===== src/rtl/assert_macros.svh =====
// assertion macros used by the top level of the sobel edge block
// no dependencies; assertions compile away when SYNTHESIS is defined
`ifndef ASSERT_MACROS_SVH
`define ASSERT_MACROS_SVH
`ifndef SYNTHESIS
// checked outside reset
`define SEM_ASSERT(lbl, clk, rst, prop) \
  lbl: assert property (@(posedge clk) disable iff (rst) prop) \
    else $error("sobel edge assertion failed");
// checked at every edge, reset included
`define SEM_ASSERT_ALWAYS(lbl, clk, prop) \
  lbl: assert property (@(posedge clk) prop) \
    else $error("sobel edge assertion failed");
`else
`define SEM_ASSERT(lbl, clk, rst, prop)
`define SEM_ASSERT_ALWAYS(lbl, clk, prop)
`endif
`endif


===== src/rtl/sem_pkg.sv =====
// shared types and constants of the sobel edge magnitude block
// no dependencies; imported by sem_isqrt and the top level
package sem_pkg;

  localparam int PIX_W      = 8;   // pixel and magnitude width
  localparam int COL_OUT_W  = 10;  // out_col width
  localparam int ROW_W      = 12;  // row counter and out_row width
  localparam int IW_W       = 11;  // image_width register width
  localparam int IH_W       = 13;  // image_height register width
  localparam int CFG_IDX_W  = 2;
  localparam int CFG_DATA_W = 13;
  localparam int SUM_W      = 10;  // one side of a kernel sum, up to 4*255
  localparam int GRAD_W     = 11;  // signed gradient
  localparam int SQ_W       = 21;  // gx^2 + gy^2
  localparam int ROOT_IN_W  = 16;  // radicand bits handled by the root unit

  localparam logic [CFG_IDX_W-1:0] REG_IMAGE_WIDTH  = 2'd0;
  localparam logic [CFG_IDX_W-1:0] REG_IMAGE_HEIGHT = 2'd1;

  localparam logic [IW_W-1:0]      IW_RESET      = 11'd640;
  localparam logic [IH_W-1:0]      IH_RESET      = 13'd480;
  localparam int                   MIN_DIM       = 3;
  localparam logic [IH_W-1:0]      MAX_HEIGHT    = 13'd4096;
  localparam logic [PIX_W-1:0]     MAG_MAX       = 8'hff;
  localparam logic [ROOT_IN_W-1:0] ROOT_BIT_INIT = 16'h4000;

  typedef enum logic [2:0] {
    ST_IDLE,
    ST_READ,
    ST_SQUARE,
    ST_ROOT,
    ST_HOLD
  } sem_state_t;

  typedef struct packed {
    logic busy;
    logic done;
  } sqrt_status_t;

endpackage


===== src/rtl/sem_isqrt.sv =====
// iterative integer square root, two radicand bits per cycle, saturating at 255
// depends on sem_pkg
module sem_isqrt import sem_pkg::*; (
  input  logic             clk,
  input  logic             rst,
  input  logic             start,
  input  logic [SQ_W-1:0]  radicand,
  output sqrt_status_t     stat,
  output logic [PIX_W-1:0] root_out
);

  logic                 busy;
  logic                 done;
  logic                 sat;
  logic [ROOT_IN_W-1:0] rem;
  logic [ROOT_IN_W-1:0] root;
  logic [ROOT_IN_W-1:0] bitr;
  logic [ROOT_IN_W:0]   trial;
  logic                 fits;
  logic                 last;

  assign trial = {1'b0, root} + {1'b0, bitr};
  assign fits  = {1'b0, rem} >= trial;
  assign last  = bitr == ROOT_IN_W'(1);

  always_ff @(posedge clk) begin
    if (rst) begin
      busy <= 1'b0;
      done <= 1'b0;
    end else begin
      done <= busy && last;
      if (start) begin
        busy <= 1'b1;
      end else if (busy && last) begin
        busy <= 1'b0;
      end
    end
  end

  always_ff @(posedge clk) begin
    if (start) begin
      rem  <= radicand[ROOT_IN_W-1:0];
      sat  <= |radicand[SQ_W-1:ROOT_IN_W];
      root <= '0;
      bitr <= ROOT_BIT_INIT;
    end else if (busy) begin
      if (fits) begin
        rem  <= rem - trial[ROOT_IN_W-1:0];
        root <= (root >> 1) + bitr;
      end else begin
        root <= root >> 1;
      end
      bitr <= bitr >> 2;
    end
  end

  assign stat.busy = busy;
  assign stat.done = done;
  // radicand of 65536 or more has a root of at least 256
  assign root_out  = sat ? MAG_MAX : root[PIX_W-1:0];

endmodule


===== config.mk =====
export PLATFORM = sky130hd
export DESIGN_NAME = sem_isqrt
export DESIGN_NICKNAME = d
export VERILOG_FILES = /design/src/rtl/assert_macros.svh /design/src/rtl/sem_pkg.sv /design/src/rtl/sem_isqrt.sv
export SDC_FILE = /design/constraint.sdc
export NUM_CORES = 1
export LEC_CHECK = 0
export BUFFER_PORTS_ARGS = -buffer_cell sky130_fd_sc_hd__buf_2
export CORE_MARGIN = 4
export CORE_UTILIZATION = 59
export DETAILED_ROUTE_END_ITERATION = 8
export PLACE_DENSITY = 0.8
export SYNTH_ARGS = -nofsm -noshare
export SYNTH_HDL_FRONTEND = slang
export SYNTH_SLANG_ARGS = --single-unit

===== constraint.sdc =====
create_clock -name clk -period 5.7 [get_ports clk]
set_input_delay 0 -clock clk [delete_from_list [all_inputs] [get_ports clk]]
set_output_delay 0 -clock clk [all_outputs]
set_load 0.02 [all_outputs]

==> results of run 1 <==
==> flip-flops by register name, indices dropped and copies added, names as in the netlist <==
name and count:
sat 1, busy 1, bitr 8, rem 16, root 16, done 1
==> cell type report <==
class,instances,area share
clock inverters,2,0.00292
well taps,72,0.0234
clock buffers,6,0.0188
inverters,11,0.0107
multi-input cells,331,0.583
flip-flops and latches,43,0.267
repair buffers,53,0.0934
==> path summary, 6_finish.rpt <==
check	start	end	slack (ns)
setup / recovery	root[2]	rem[1]	0.60
hold / removal	radicand[2]	rem[2]	-0.003
setup reg to reg	root[2]	rem[1]	0.60
hold reg to reg	root[0]	root[0]	0.52
==> cells by family after synthesis <==
| kind of cell | synth area share |
|---|---|
| buffers and inverters | 0.0371 |
| flip-flops | 0.303 |
| multiplexers | 0.0331 |
| AND/OR/NAND/NOR | 0.200 |
| AO/OA/AOI/OAI | 0.214 |
| XOR/XNOR | 0.0823 |
| adder cells (fa/ha/maj) | 0.131 |
==> routing by layer <==
layer  global-route usage  wire length (microns)  vias to the layer above
li1                     -                      -                     1580
met4               0.0629                    102                        0
met3               0.0385                    497                       14
met2                0.388                   3930                       98
met1                0.323                   3650                     1457
met5                    0                      0                        -
==> critical path, stage by stage (launching register included) <==
cell,delay (ns)
dfxtp_1,0.43
ha_1,0.31
a31oi_1,0.29
o21bai_1,0.17
a31oi_1,0.35
o21ai_0,0.22
a31o_2,0.30
xnor2_1,0.14
ha_1,0.37
nand2_1,0.13
nor3_1,0.20
a211o_2,0.17
a211oi_2,0.06
nor3_1,0.88
a21o_1,0.69
==> Yosys cell counts (all sizes together) (2+ instances only) <==
| cell type | number |
|---|---|
| nor2 | 48 |
| nand2 | 44 |
| ha | 34 |
| o21ai | 27 |
| dfxtp | 26 |
| xor2 | 18 |
| edfxtp | 17 |
| a21oi | 16 |
| xnor2 | 14 |
| a31oi | 12 |
| clkbuf | 12 |
| inv | 11 |
| or2 | 11 |
| a211oi | 9 |
| mux2i | 9 |
| a21o | 8 |
| nand3 | 8 |
| a311oi | 7 |
| o31ai | 7 |
| buf | 6 |
| nand4 | 6 |
| nor3 | 6 |
| o21bai | 6 |
| nand2b | 4 |
| nor4 | 4 |
| a31o | 3 |
| and4 | 3 |
| or3 | 3 |
| a211o | 2 |
| a32oi | 2 |
| and3 | 2 |
| mux2 | 2 |
| nor2b | 2 |
| nor4b | 2 |
| o311ai | 2 |
| or4 | 2 |
==> power breakdown <==
| part | switching, mW | total [mW] | internal (mW) |
|---|---|---|---|
| clock | 0.111 | 0.197 | 0.0862 |
| combinational | 0.533 | 0.896 | 0.363 |
| sequential | 0.0615 | 0.479 | 0.418 |
| total | 0.706 | 1.57 | 0.867 |
==> metrics by stage <==
stage | instances | util | area (sq um) | power, mW | hold slack, ns
6_report | 518 | 0.696 | 3860 | 1.57 | -0.00275
4_1_cts | 518 | 0.696 | 3860 | 1.56 | 0.0000650
3_3_place_gp | 492 | 0.648 | 3590 | 1.32 | 0.179
5_1_grt | 518 | 0.696 | 3860 | 1.69 | 0.0231
2_1_floorplan | 403 | - | 3410 | 1.18 | 0.0724
3_5_place_dp | 492 | 0.648 | 3590 | 1.34 | 0.186
==> flow_summary.json, run 1 <==
{
  "whs_path_depth": 3,
  "drt_pass1_iterations": 5,
  "hp-class": "primary input to flip-flop",
  "vias": 3149,
  "synth_edf_count": 17,
  "synth_cells": 403,
  "pin_count": 34,
  "fill_cells": 459,
  "seq_area_sq_mm": 0.00103,
  "setup_viol": 0,
  "fmaxAchievable_ghz": 0.196,
  "fp.dieH_microns": 84.0,
  "wirelength_mm": 8.18,
  "crit_type": "flip-flop to flip-flop",
  "grt_max_degree": 58,
  "multiInputGateArea_sq_mm": 0.00225,
  "start_util": 0.615,
  "maxCapViolations": 0,
  "cts_root_buf": "clkbuf_8",
  "cts_tree": "done",
  "finalCritPeriodShare": 0.895,
  "viasPerCell": 6.08,
  "outcome": "finished, violations left",
  "cts_hold_buf": 18,
  "fin_ws_ns": 0.601,
  "synth_ff_type": "dfxtp_1",
  "grt_pass1_vias": 2916,
  "violations": "negative hold slack",
  "holdWs_ns": -0.00275,
  "grt_usage": 0.237,
  "layout-drive-gt1-share": 0.141,
  "overflow": 0,
  "grt_pass1_wl_mm": 13.8,
  "io_buffers": 33,
  "end_kind": "flip-flop",
  "place_ws_ns": 0.693,
  "tightest_slew_ns": 1.08,
  "cellLeakagePower_nw": 1.56,
  "synthArstFlopShare": 0,
  "antenna_found_initial": 0,
  "post-route-min-period_ns": 5.10,
  "clkLatencyLatePin_ns": 0.31,
  "dp_hpwl_mm": 5.84,
  "coreArea_sq_mm": 0.00554,
  "cp.required_ns": 5.64,
  "ir_worst_vdd_mv": 0.338,
  "cts_setup_buffers": 0,
  "rows": 27,
  "ant_nets": 0,
  "drc": 0,
  "slew_headroom": 0.275,
  "yosys.area.top_type": "dfxtp_1",
  "htreeDepth": 2,
  "avgSynthCellArea_sq_um": 8.45,
  "cts_buffers": 5,
  "drt_iter0_drc": 225,
  "place.gp.congestion": 0.942,
  "ctsResizeCount": 0,
  "rsz0062_at_grt": "no",
  "clkTransAtPathRegs_ns": 0.09,
  "fin_nets": 504,
  "die_w_microns": 84.0,
  "die_area_sq_mm": 0.00705,
  "synth_fp_nets": 462,
  "setup.worst_path.start_class": "flip-flop",
  "synthTopCellsByArea": "dfxtp_1 15%, edfxtp_1 15%, ha_1 12%",
  "clock-sinks": 43,
  "yosys_warnings": 0,
  "synthDistinctLibCells": 52,
  "rr_worst_depth": 14,
  "synth_area_sq_mm": 0.00341,
  "wire_per_inst_microns": 15.8,
  "final_cell_mix": "48 x nor2_1, 44 x nand2_1, 34 x ha_1",
  "hold_violations": 1,
  "fin_skew_ns": 0.00878,
  "synthToLayoutAreaGrowth_pct": 13.2,
  "synth.top_cell.area_share": 0.153,
  "num_antenna_cells": 0,
  "slew_viol_final": 0,
  "crit_fanout": 16,
  "power.density_mw_per_mm2": 408,
  "final_common_cell": "nor2_1",
  "postSynthRegisterBits": 43,
  "finalSetupTns_ns": 0,
  "critPathArrivalTime_ns": 5.04,
  "clockBufferDepth": 2,
  "seq_area_frac_synth": 0.303
}
Power figures use the tool's default switching activity.
==> run 2: changes to the inputs <==
Settings changed: ABC_AREA set to 1, HOLD_SLACK_MARGIN set to 0.08, PLACE_DENSITY 0.8 to 0.79.
==> run 2 against run 1 <==
  * The run now ends clean
  * Flip-flop and latch count unchanged
  * Synthesized cell count up 43%
  * Setup slack better by 1.0 ns
  * Combinational power down 15%
  * First-iteration DRC count up 3.1%
  * Non-clock buffer count up 1
  * Critical path depth up 5
  * Via count up 22%
  * Clock-buffer cell count unchanged
  * Critical path type unchanged
  * Largest power group unchanged
  * Highest routed layer unchanged
==> flow_summary.json, run 2 <==
{
  "die_area_sq_mm": 0.00792,
  "swShare": 0.452,
  "postSynthRegisterBits": 43,
  "regToRegSetupSlack_ns": 1.62,
  "intPower_uw": 787,
  "synth.top_cell.area_share": 0.161,
  "grt_pass1_wl_mm": 16.0,
  "synthArstFlopShare": 0,
  "max_stage_delay_ns": 0.54,
  "htreeDepth": 2,
  "cts_buffers": 5,
  "drt_pass1_iterations": 5,
  "synth_ff_type": "dfxtp_1",
  "start_util": 0.610,
  "seqPwrFrac": 0.308,
  "yosys.area.top_type": "nand2_1",
  "synth_most_common_cell": "nand2_1",
  "post-route-min-period_ns": 4.08,
  "synth_fp_nets": 636,
  "finalSetupTns_ns": 0,
  "fmaxAchievable_ghz": 0.245,
  "fill_cells": 540,
  "dp_hpwl_mm": 7.13,
  "clkLatencyLatePin_ns": 0.30,
  "crit_type": "flip-flop to flip-flop",
  "drc": 0,
  "crit_fanout": 17,
  "avgSynthCellArea_sq_um": 6.71,
  "wire_per_inst_microns": 13.9,
  "clkTransAtPathRegs_ns": 0.09,
  "cts_tree": "done",
  "clkPwrFrac": 0.160,
  "grt_usage": 0.255,
  "r2r-start": "bitr[0]",
  "switching_power_uw": 650,
  "synth_common_cells": "166 x nand2_1, 67 x inv_1, 61 x nand3_1, 37 x a21oi_1, 34 x ha_1",
  "clock-sinks": 43,
  "finalCritPeriodShare": 0.715,
  "clockBufferDepth": 2,
  "slew_viol_final": 0,
  "die_w_microns": 89.0,
  "pin_count": 34,
  "cts_setup_buffers": 0,
  "top_regs": "rem: 16 flops, root: 16 flops, bitr: 8 flops",
  "seq_area_frac_synth": 0.266,
  "crit_family": "simple AND/OR/NAND/NOR gates",
  "final_common_cell": "nand2_1",
  "synthToLayoutAreaGrowth_pct": 12.4,
  "overflow": 0,
  "slowest_stage": "nand2_1",
  "synth_edf_count": 17,
  "seq_area_sq_mm": 0.00103,
  "outcome": "finished, final reports clean",
  "fp.dieH_microns": 89.0,
  "rsz0062_at_grt": "no",
  "fin_skew_ns": 0.00739,
  "layout-drive-gt1-share": 0.108,
  "fin_nets": 678,
  "wirelength_mm": 9.66,
  "power.density_mw_per_mm2": 330,
  "coreArea_sq_mm": 0.00635,
  "place.gp.congestion": 0.907,
  "drt_iter0_drc": 232,
  "final_cell_mix": "166 x nand2_1, 67 x inv_1, 61 x nand3_1",
  "slew_headroom": 0.391,
  "rr_worst_depth": 19,
  "num_antenna_cells": 0,
  "hp-class": "primary input to flip-flop",
  "tightest_slew_ns": 0.907,
  "vias": 3847,
  "synthTopCellsByArea": "nand2_1 16%, dfxtp_1 13%, edfxtp_1 13%",
  "antenna_found_initial": 0,
  "ant_nets": 0,
  "grt_max_degree": 40,
  "multiInputGateArea_sq_mm": 0.00249,
  "setup_viol": 0,
  "hp-start": "start",
  "place_inst": 669,
  "io_buffers": 33,
  "cellLeakagePower_nw": 2.13,
  "cts_root_buf": "clkbuf_8",
  "synthDistinctLibCells": 41,
  "rows": 29,
  "worstReg2RegEnd": "rem[9]",
  "grt_pass1_vias": 3490,
  "min_to": "root[8]",
  "viasPerCell": 5.52,
  "whs_path_depth": 2,
  "cp_cell_sequence": "ha_1 > ha_1 > nand3_1 > nand2_1 > nand2_1 > nand2_2 > inv_1 > o21ai_0 > a22oi_1 > xor2_1 > ha_1 > nand2_1 > nor2_1 > nand4_1 > nand3b_1 > nand2_4 > nand2_4 > nand2_1 > nand2_1",
  "cpMostUsedCell": "nand2_1",
  "yosys_warnings": 0,
  "pwr-share-comb": 0.532,
  "hold_violations": 0,
  "setup.worst_path.start_class": "flip-flop",
  "fin_cells": 697,
  "critPathArrivalTime_ns": 4.01,
  "maxCapViolations": 0,
  "synth_cells": 577,
  "end_kind": "flip-flop",
  "synth_area_sq_mm": 0.00387,
  "place_area_sq_mm": 0.00405,
  "ir_worst_vdd_mv": 0.230,
  "final_area_sq_mm": 0.00435,
  "cp.required_ns": 5.64,
  "path_buf_inv": 1
}
-- run 2: through the flow --
stage	power [mW]	setup WS (ns)	hold WS (ns)	util
finish	1.44	1.62	0.223	0.686
global route	1.56	1.23	0.255	0.686
CTS	1.43	1.66	0.222	0.686
detailed placement	1.19	1.69	0.181	0.637
global placement	1.18	1.81	0.175	0.637
floorplan	1.04	2.33	0.0691	-
-- run 2: kinds of logic after synthesis --
family          Yosys count  share of synthesized area
xor+xnor                 26                     0.0588
buf+inv                  88                     0.0918
flops                    43                      0.266
fa+ha+maj                35                      0.115
simple gates            299                      0.343
compound gates           86                      0.125
-- run 2: how the worst max path moves through the flow --
stage	from	endpoint	depth (start not counted)	slack (ns)
after floorplan	root[2]	rem[0]	16	2.33
after CTS	root[4]	rem[13]	18	1.66
after global placement	root[4]	rem[10]	16	1.81
after global routing	bitr[0]	rem[13]	19	1.23
final	bitr[0]	rem[9]	19	1.62
after detailed placement	root[4]	rem[13]	18	1.69
-- run 2: final cells by class --
cell class / count / area share
tap: 77 / 0.0221
timing repair buffer: 54 / 0.0857
multi-input combinational: 446 / 0.571
clock buffer: 6 / 0.0216
inverter: 69 / 0.0595
sequential: 43 / 0.237
clock inverter: 2 / 0.00316
-- run 2: power groups by stage --
stage / registers (mW) / clock network, mW / logic, mW
6_report: 0.442 / 0.230 / 0.764
4_1_cts: 0.441 / 0.232 / 0.755
2_1_floorplan: 0.426 / 0 / 0.612
3_5_place_dp: 0.448 / 0 / 0.738
5_1_grt: 0.448 / 0.244 / 0.867
3_3_place_gp: 0.446 / 0 / 0.731
-- run 2: layer usage --
layer  wire (microns)  track usage  vias up
li1                 -            -     1993
met1             4640        0.363     1716
met2             4340        0.417      129
met3              599       0.0332        9
met4               89       0.0501        0
met5                0            0        -
-- run 2: what timing repair did --
action,4_1_cts,5_1_grt
hold buffers,20,0
endpoints found under the hold margin,19,0
gates resized for setup,0,0
==> run 3: changes to the inputs <==
Settings changed: ABC_AREA 1 to 0, PLACE_DENSITY 0.79 to 0.8.
Clock period 5.7 ns to 3.8 ns, I/O delays scaled along.
==> run 3 against run 2 <==
  * Die area down 11%
  * Critical path depth decreased by 3
  * First-iteration DRC count increased by 17%
  * Via count is 13% lower
  * Clock-buffer cell count stayed put
  * Critical path type unchanged
  * Largest power group unchanged
==> flow_summary.json, run 3 (same netlist as run 1, synthesis figures left out) <==
{
  "start_util": 0.615,
  "top_regs": "rem: 16 flops, root: 16 flops, bitr: 8 flops",
  "min_to": "bitr[0]",
  "final_common_cell": "nor2_1",
  "fin_skew_ns": 0.00978,
  "max_stage_delay_ns": 0.44,
  "layout-drive-gt1-share": 0.234,
  "drt_iter0_drc": 271,
  "slew_viol_final": 0,
  "crit_family": "simple AND/OR/NAND/NOR gates",
  "outcome": "finished, final reports clean",
  "crit_type": "flip-flop to flip-flop",
  "place_inst": 511,
  "fin_ws_ns": 0.139,
  "clkTransAtPathRegs_ns": 0.09,
  "fp.dieH_microns": 84.0,
  "dp_hpwl_mm": 6.18,
  "grt_pass1_vias": 3098,
  "hp-class": "primary input to flip-flop",
  "setup_viol": 0,
  "crit_fanout": 20,
  "coreArea_sq_mm": 0.00554,
  "final_cell_mix": "48 x nor2_1, 43 x nand2_1, 33 x buf_2",
  "die_area_sq_mm": 0.00705,
  "place_area_sq_mm": 0.00377,
  "ir_worst_vdd_mv": 0.546,
  "clockBufferDepth": 2,
  "fin_nets": 528,
  "synthToLayoutAreaGrowth_pct": 22.9,
  "viasPerCell": 6.16,
  "finalSetupTns_ns": 0,
  "htreeDepth": 2,
  "ant_nets": 0,
  "rows": 27,
  "num_antenna_cells": 0,
  "power.density_mw_per_mm2": 608,
  "place_ws_ns": -0.137,
  "pin_count": 34,
  "tightest_slew_ns": 0.855,
  "grt_max_degree": 34,
  "wire_per_inst_microns": 15.9,
  "overflow": 0,
  "place.gp.congestion": 0.944,
  "slew_headroom": 0.429,
  "clkLatencyLatePin_ns": 0.31,
  "die_w_microns": 84.0,
  "critPathArrivalTime_ns": 3.88,
  "fin_cells": 542,
  "hp-start": "start",
  "cellLeakagePower_nw": 1.68,
  "drc": 0,
  "end_kind": "flip-flop",
  "r2r-start": "root[2]",
  "slowest_stage": "or3_4",
  "post-route-min-period_ns": 3.66,
  "regToRegSetupSlack_ns": 0.14,
  "worstReg2RegEnd": "root[7]",
  "antenna_found_initial": 0,
  "io_buffers": 33,
  "whs_path_depth": 2,
  "rr_worst_depth": 16,
  "path_buf_inv": 1,
  "grt_usage": 0.246,
  "cts_tree": "done",
  "maxCapViolations": 0,
  "hold_violations": 0,
  "grt_pass1_wl_mm": 14.3,
  "cts_root_buf": "clkbuf_8",
  "setup.worst_path.start_class": "flip-flop",
  "fmaxAchievable_ghz": 0.273,
  "wirelength_mm": 8.64,
  "clock-sinks": 43,
  "cts_buffers": 5,
  "final_area_sq_mm": 0.00419,
  "drt_pass1_iterations": 5,
  "cp_cell_sequence": "ha_4 > a31oi_4 > o21bai_2 > a31oi_2 > buf_4 > nor2_1 > nor2_1 > xor2_1 > ha_1 > and4_4 > and3_4 > a211o_2 > a211oi_2 > or3_4 > or3_1 > a311oi_1",
  "cp.required_ns": 4.01,
  "cpMostUsedCell": "nor2_1",
  "finalCritPeriodShare": 0.964,
  "vias": 3340
}
run 3: cell count changes in the layout (fill, tap and decap cells not counted), moves of 20 or more:
| cell | before | now |
|---|---|---|
| nor2_1 | 28 | 48 |
| buf_4 | 1 | 24 |
| nand3_1 | 61 | 7 |
| nand2_1 | 166 | 43 |
| a21oi_1 | 37 | 16 |
| inv_1 | 67 | 11 |
run 3: stage by stage:
stage          power (mW)  hold slack [ns]   util
2_1_floorplan        1.77           0.0724      -
3_3_place_gp         2.14            0.176  0.681
3_5_place_dp         2.18            0.181  0.681
4_1_cts              2.51            0.120  0.736
5_1_grt              2.74            0.177  0.756
6_report             2.54            0.133  0.756
run 3: worst reg2reg max path: stages (launching register included):
cell and delay, ns:
dfxtp_2 0.35, ha_4 0.27, a31oi_4 0.19, o21bai_2 0.11, a31oi_2 0.24, buf_4 0.16, nor2_1 0.04, nor2_1 0.12
xor2_1 0.09, ha_1 0.32, and4_4 0.24, and3_4 0.21, a211o_2 0.14, a211oi_2 0.05, or3_4 0.44, or3_1 0.34
a311oi_1 0.28
run 3: report_power, final:
part | leakage [nW] | internal, mW | switching (mW)
sequential | 0.386 | 0.628 | 0.0894
combinational | 1.25 | 0.673 | 0.856
clock | 0.0455 | 0.129 | 0.170
run 3: routing by layer:
metal	part of all wire	global-route usage	up-vias
li1	-	-	1619
met1	0.44	0.330	1570
met2	0.48	0.403	126
met4	0.026	0.0819	0
met5	0	0	-
met3	0.057	0.0385	25
run 3: final cells by class:
class                   count  area (sq um)
clock buffers               6          72.6
clock inverters             2          11.3
fillers                   421          1350
inverters                  11          41.3
multi-input cells         331          2390
flip-flops and latches     43          1040
well taps                  72          90.1
repair buffers             77           546
run 3: worst max-delay path by stage:
| stage | from | end | slack (ns) | depth (start not counted) |
|---|---|---|---|---|
| 2_1_floorplan | root[2] | root[7] | 0.04 | 16 |
| 3_3_place_gp | root[0] | rem[4] | 0.03 | 15 |
| 3_5_place_dp | root[0] | root[7] | -0.14 | 17 |
| 4_1_cts | root[0] | root[7] | 0.001 | 16 |
| 5_1_grt | root[2] | root[3] | -0.008 | 16 |
| 6_report | root[2] | root[7] | 0.14 | 16 |
run 3: repair_timing:
| action | 4_1_cts | 5_1_grt |
|---|---|---|
| pin swaps | 5 | 13 |
| setup buffers | 0 | 4 |
| setup endpoints to repair | 20 | 31 |
| hold endpoints to repair | 19 | 0 |
| gates resized for setup | 8 | 20 |
| hold buffers | 20 | 0 |
